## src/hw/rtl/ptt_pkg.sv

```systemverilog
// Shared types and constants of the periodic task timer table.
package ptt_pkg;

    localparam int TABLE_ENTRIES = 16;
    localparam int SLOT_W        = (TABLE_ENTRIES > 1) ? $clog2(TABLE_ENTRIES) : 1;
    localparam int CNT_W         = $clog2(TABLE_ENTRIES + 1);
    localparam int S_TDATA_W     = 40;
    localparam int M_TDATA_W     = 40;
    localparam int M_TUSER_W     = 2;

    localparam logic CMD_ADD  = 1'b0;
    localparam logic CMD_TICK = 1'b1;

    typedef enum logic [1:0] {
        KIND_ADDED = 2'd0,
        KIND_FULL  = 2'd1,
        KIND_FIRED = 2'd2,
        KIND_IDLE  = 2'd3
    } kind_t;

    typedef enum logic [1:0] {
        OP_HOLD,
        OP_INSERT,
        OP_ROTATE
    } cell_op_t;

    typedef struct packed {
        logic [31:0]       id;
        logic [31:0]       last;
        logic [15:0]       interval;
        logic              limited;
        logic [15:0]       left;
        logic [SLOT_W-1:0] slot;
    } entry_data_t;

    typedef struct packed {
        logic        valid;
        entry_data_t data;
    } entry_t;

    typedef struct packed {
        cell_op_t    op;
        entry_data_t new_data;
        entry_data_t recirc;
        logic        recirc_keep;
    } cell_cmd_t;

endpackage

```

## src/hw/rtl/ptt_cell.sv

```systemverilog
// One cell of the sorted timer chain: holds one entry and trades it with its neighbors.
module ptt_cell (
    input  logic               aclk,
    input  logic               aresetn,
    input  ptt_pkg::cell_cmd_t cmd,
    input  ptt_pkg::entry_t    prev_ent,
    input  logic               prev_after,
    input  ptt_pkg::entry_t    next_ent,
    output ptt_pkg::entry_t    ent,
    output logic               after
);

    logic                 valid_reg;
    logic                 valid_next;
    ptt_pkg::entry_data_t data_reg;
    ptt_pkg::entry_data_t data_next;

    // The new entry belongs at or before this position when this cell is empty
    // or holds a larger (id, slot) key.
    assign after = !valid_reg ||
                   ({data_reg.id, data_reg.slot} > {cmd.new_data.id, cmd.new_data.slot});

    always_comb begin
        valid_next = valid_reg;
        data_next  = data_reg;
        case (cmd.op)
            ptt_pkg::OP_INSERT: begin
                if (after) begin
                    if (!prev_after) begin
                        valid_next = 1'b1;
                        data_next  = cmd.new_data;
                    end else begin
                        valid_next = prev_ent.valid;
                        data_next  = prev_ent.data;
                    end
                end
            end
            ptt_pkg::OP_ROTATE: begin
                if (valid_reg && !next_ent.valid && cmd.recirc_keep) begin
                    valid_next = 1'b1;
                    data_next  = cmd.recirc;
                end else begin
                    valid_next = next_ent.valid;
                    data_next  = next_ent.data;
                end
            end
            default: begin
                valid_next = valid_reg;
                data_next  = data_reg;
            end
        endcase
    end

    always_ff @(posedge aclk) begin
        if (!aresetn) begin
            valid_reg <= 1'b0;
        end else begin
            valid_reg <= valid_next;
        end
        data_reg <= data_next;
    end

    assign ent.valid = valid_reg;
    assign ent.data  = data_reg;

endmodule

```

## config.mk

```make
export PLATFORM = sky130hd
export DESIGN_NAME = ptt_cell
export DESIGN_NICKNAME = d
export VERILOG_FILES = /design/src/hw/rtl/ptt_pkg.sv /design/src/hw/rtl/ptt_cell.sv
export SDC_FILE = /design/constraint.sdc
export NUM_CORES = 1
export LEC_CHECK = 0
export ABC_AREA = 1
export BUFFER_PORTS_ARGS = -buffer_cell sky130_fd_sc_hd__buf_2
export CORE_AREA = 2 2 202 204
export CTS_BUF_LIST = sky130_fd_sc_hd__clkbuf_8
export DETAILED_ROUTE_END_ITERATION = 8
export DIE_AREA = 0 0 204 206
export SLEW_MARGIN = 20
export SYNTH_ARGS = -nofsm -noshare
export SYNTH_HDL_FRONTEND = slang
export SYNTH_SLANG_ARGS = --single-unit
```

## constraint.sdc

```tcl
create_clock -name aclk -period 5.4 [get_ports aclk]
set_input_delay 1.08 -clock aclk [delete_from_list [all_inputs] [get_ports aclk]]
set_output_delay 1.08 -clock aclk [all_outputs]
set_load 0.02 [all_outputs]
```

# Word-level counts from Yosys, hierarchy flattened
# Index checks and enable logic that the tools add are counted.
[totals]
regBits = 102
word_cells = 26
[op_classes]
magnitude_cmp = 1
n_eq_ne = 3
muxes = 8
n_reduce_logical = 7
[op_table]
columns = ["operator", "n"]
rows = [
  ["$mux 101", 3],
  ["$pmux 101 s2", 1],
  ["$gt 36x36->1", 1],
  ["$mux 1", 3],
  ["$eq 2x1->1 const B", 1],
  ["$eq 2x2->1 const B", 1],
  ["$logic_and 1x1->1", 2],
  ["$logic_not 1->1", 2],
  ["$ne 2x2->1 const B", 1],
  ["$pmux 1 s2", 1],
  ["$reduce_and 2->1", 1],
  ["$reduce_bool 2->1", 1],
  ["$logic_or 1x1->1", 1],
]

# Logic depth before layout (Yosys ltp)
[depth]
ltp_word = 5
mapped_depth = 18

# Least setup slack after synthesis
# OpenSTA, ideal clock, no wires.
[synth_timing]
path_type = "input to register"
startpoint = "input cmd[202] in the netlist's numbering"
endpoint = "register data_reg, in the netlist ent[0] (enable)"
setup_ns = 0.463
arrival_time_ns = 4.417
required_ns = 4.937
slack_ns = 0.520
cell_stages = 14
path_cell_list = "inv_1 > ha_1 > nand2_1 > nor2_2 > nand2_2 > nor2_4 > nand3_2 > nand2_1 > nor2_1 > nand2_1 > nand2_1 > nand2_2 > nand2_2 > nand2_1"
[synth_via]
elab_chain_cells = 4
[synth_lines]
columns = ["item", "line", "source"]
rows = [
  ["start: declaration", "ptt_cell.sv:5", "input ptt_pkg::cell_cmd_t cmd,"],
  ["$gt 36x36->1", "ptt_cell.sv:21", "({data_reg.id, data_reg.slot} > {cmd.new_data.id, cmd.new_data.slot});"],
  ["$logic_or 1x1->1", "ptt_cell.sv:20", "assign after = !valid_reg ||"],
  ["net after", "ptt_cell.sv:10", "output logic after"],
  ["$ne 2x2->1 (no line)", "-", ""],
  ["$reduce_and 2->1 (no line)", "-", ""],
  ["end signal: assignment", "ptt_cell.sv:60", "data_reg <= data_next;"],
  ["end: declaration", "ptt_cell.sv:15", "ptt_pkg::entry_data_t data_reg;"],
]
# The timed path passes the listed nets, and every way through them passes these cells.
# A chain may end at the register's enable or synchronous reset.

# Worst setup path after layout
[layout_timing]
startpoint = "input cmd[186] in the netlist's numbering"
endpoint = "output after"
[layout_via]
elab_chain_cells = 2
[layout_lines]
columns = ["item", "line"]
rows = [
  ["$gt 36x36->1", "ptt_cell.sv:21"],
  ["$logic_or 1x1->1", "ptt_cell.sv:20"],
  ["end: declaration", "ptt_cell.sv:10"],
]
# Every way passes these cells.

==> results by group <==
Global routing
  – Pin count of the biggest net entering global routing: 102
  – Initial antenna violation count: 7
  – All-Layer GR Usage: 14.28%
  – First-pass GRT wire length: 44710 microns
  – Global route overflow: 0
  – Number of global-route vias before repair: 7826

Floorplanning
  – Chip Width: 204 microns
  – Starting Density: 17.01%
  – Core Box Area: 0.04018 sq mm
  – Num rows: 74
  – IO Count: 515
  – Die ar.: 0.04202 sq mm
  – Die Ht: 206 microns

Synthesis
  – Commonest cells post-synth: nor2_1 (217), o21ai_0 (165), edfxtp_1 (101), o22ai_1 (101), nand2_1 (56)
  – Synth Area in Compound Gates: 25.64%
  – Largest family of logic cells by synthesized area: compound AO/OA/AOI/OAI gates
  – Post-synth EDFFs: 101
  – Sequential area share after synthesis: 44.66%
  – Synth top area share: 44.36%
  – Netlist Area Pre-Place: 0.006837 sq mm
  – Cell variety after synth: 23
  – Leading area contributor after synthesis: edfxtp_1
  – Main synth FF type: edfxtp_1
  – Post-Synth XOR/XNOR Area: 0%
  – Net Count, Synth: 1315
  – Syn Area/Cell: 7.885 sq um
  – Cells after Synth: 867
  – Post-synthesis mux area share: 0%
  – Ys async rst share: 0%
  – Flops & latches, synth: 102
  – Most frequent cell after synthesis: nor2_1
  – Synth Area in Adders: 6.589%
  – Top post-synthesis cells by area: edfxtp_1 (44%), o21ai_0 (12%), nor2_1 (12%)
  – Synth Warn #: 0
  – Post-Synth Simple-Gate Area: 16.14%

Layout
  – Register Area: 0.003053 sq mm
  – Filler cell count in the final layout: 4480
  – Max reg flops: 101
  – Area Overhead vs Synth: 48.28%
  – Share of layout cells above drive strength 1: 41.37%
  – Non-filler cells, final: 1874
  – Net count, final: 1782
  – Multi-input logic area: 0.003324 sq mm

Timing
  – Min Hold Slack: 0.6946 ns
  – Tightest Pin Transition: 0.8091 ns
  – Setup ws final: 1.566 ns
  – Hold Vio Cnt, Final: 0
  – Crit path time final: 3.834 ns
  – Final period utilization: 71.00%
  – Worst rel slew slack: 46.06%
  – Max Slew Vio Count: 0
  – Max Clock Freq: 260.8 MHz
  – Clock skew: 0.01420 ns
  – RSZ-0062 raised after global routing: false
  – Final setup viols: 0
  – Final setup TNS: 0 ns

Place
  – RD Place Congestion: 1.004
  – PortBufs: 514
  – Place WS: 1.470 ns
  – DPL Wire Length: 24910 microns
  – Post-Place Cells: 1854

Min path
  – Hold Path Class: reg2reg
  – Worst hold path depth: 4

Route
  – Top sig layer: met5
  – Met3 WL: 2640 microns
  – # DRC: 0
  – Met1 wire length: 12750 microns
  – Final WL: 31770 microns
  – DRT iter0 DRCs: 651
  – Met2 WL: 15100 microns
  – DRT Pass-1 Iters: 6
  – Via density: 4.458
  – Routed len/inst: 16.95 microns
  – Via count: 8355
  – ANT nets after route: 0

Power
  – Worst VDD drop: 0.09953 mV
  – Leakage power figure: 4.719 nW
  – PwrDens: 213.9 mW/mm^2

Setup path
  – Crit path kind: in2out
  – R2r worst-path depth: 14
  – Worst Path Required: 4.32 ns
  – WP data arrival: 2.75 ns
  – Critical Path Sink Type: output port
  – Crit path max fanout: 2
  – R2R setup slack: 2.46 ns
  – Worst Setup Start Kind: input pin

Clocking
  – Clock Path Buffers: 2
  – CTS H-tree lvls: 3
  – Clk sink count: 102
  – Setup repair bufs after CTS: 0
  – Clk slew on worst S/H paths: 0.11 ns
  – Num CTS Buffers: 9
  – Clk_lat worst skew: 0.42 ns
  – Post_cts resized: 0
  – CTS root buf: clkbuf_8
  – Hold-fix buffers, CTS: 0
  – TritonCTS clock tree: done

Run
  – Max-cap violations: 0

Run status
  – Status: completed
## logic make-up after synthesis
group | count (synthesis)
adder cells (fa/ha/maj) | 36
AND/OR/NAND/NOR | 284
buffers and inverters | 122
AO/OA/AOI/OAI | 323
flip-flops | 102
## metrics by stage
step / utilization (%) / instance area (sq um) / total power, W
after detailed placement: 24.67 / 9915 / 0.001690
final: 25.23 / 10140 / 0.002169
after global placement: 24.67 / 9915 / 0.001683
after global routing: 25.23 / 10140 / 0.002304
after floorplan: - / 6837 / 0.001362
after CTS: 25.14 / 10100 / 0.002211
## final timing paths
check | startpoint | endpoint
setup / recovery | cmd[186] | after
hold reg to reg | valid_reg | valid_reg
hold / removal | valid_reg | valid_reg
setup reg to reg | ent[82] | ent[87]
## cells in the final DEF, fill, tap and decap left out, drive strengths merged, types with 3 or more instances in the layout
cell type,count
clkbuf,10
nand2,60
inv,59
nand3,4
ha,36
o21ai,170
nor2,220
edfxtp,101
buf,523
a21oi,48
diode,3
o22ai,101
## cell type report
type                       instances  area share (%)
inverter                          55           2.086
antenna                            3         0.07406
clock inverter                     6          0.4937
tap                              532           6.566
timing repair buffer             523           26.51
clock buffer                      10           1.358
sequential                       102           30.12
multi-input combinational        643           32.79
## worst max-delay path, cell delays in order
cell and delay (ns):
buf_2 0.07, inv_1 0.04, ha_1 0.29, nand2_1 0.06
nor2_1 0.14, nand2_1 0.11, nor2_2 0.19, nand3_2 0.09
nand2_1 0.06, nor2_1 0.04, nand2_1 0.05, nand2_1 0.15
nand2_2 0.17, buf_2 0.18
## report_power, final
group / switching, W / total, W / internal [W]
clock network: 0.000312 / 0.000499 / 0.000187
registers: 0.0000298 / 0.000999 / 0.000970
logic: 0.000409 / 0.000671 / 0.000262
## metal layers
metal	vias up	global-route usage [%]
met5	-	0
met2	516	24.02
met3	65	3.280
met1	3774	16.96
li1	3996	-
met4	4	7.583
No activity file was read; power rests on OpenSTA's default activity.
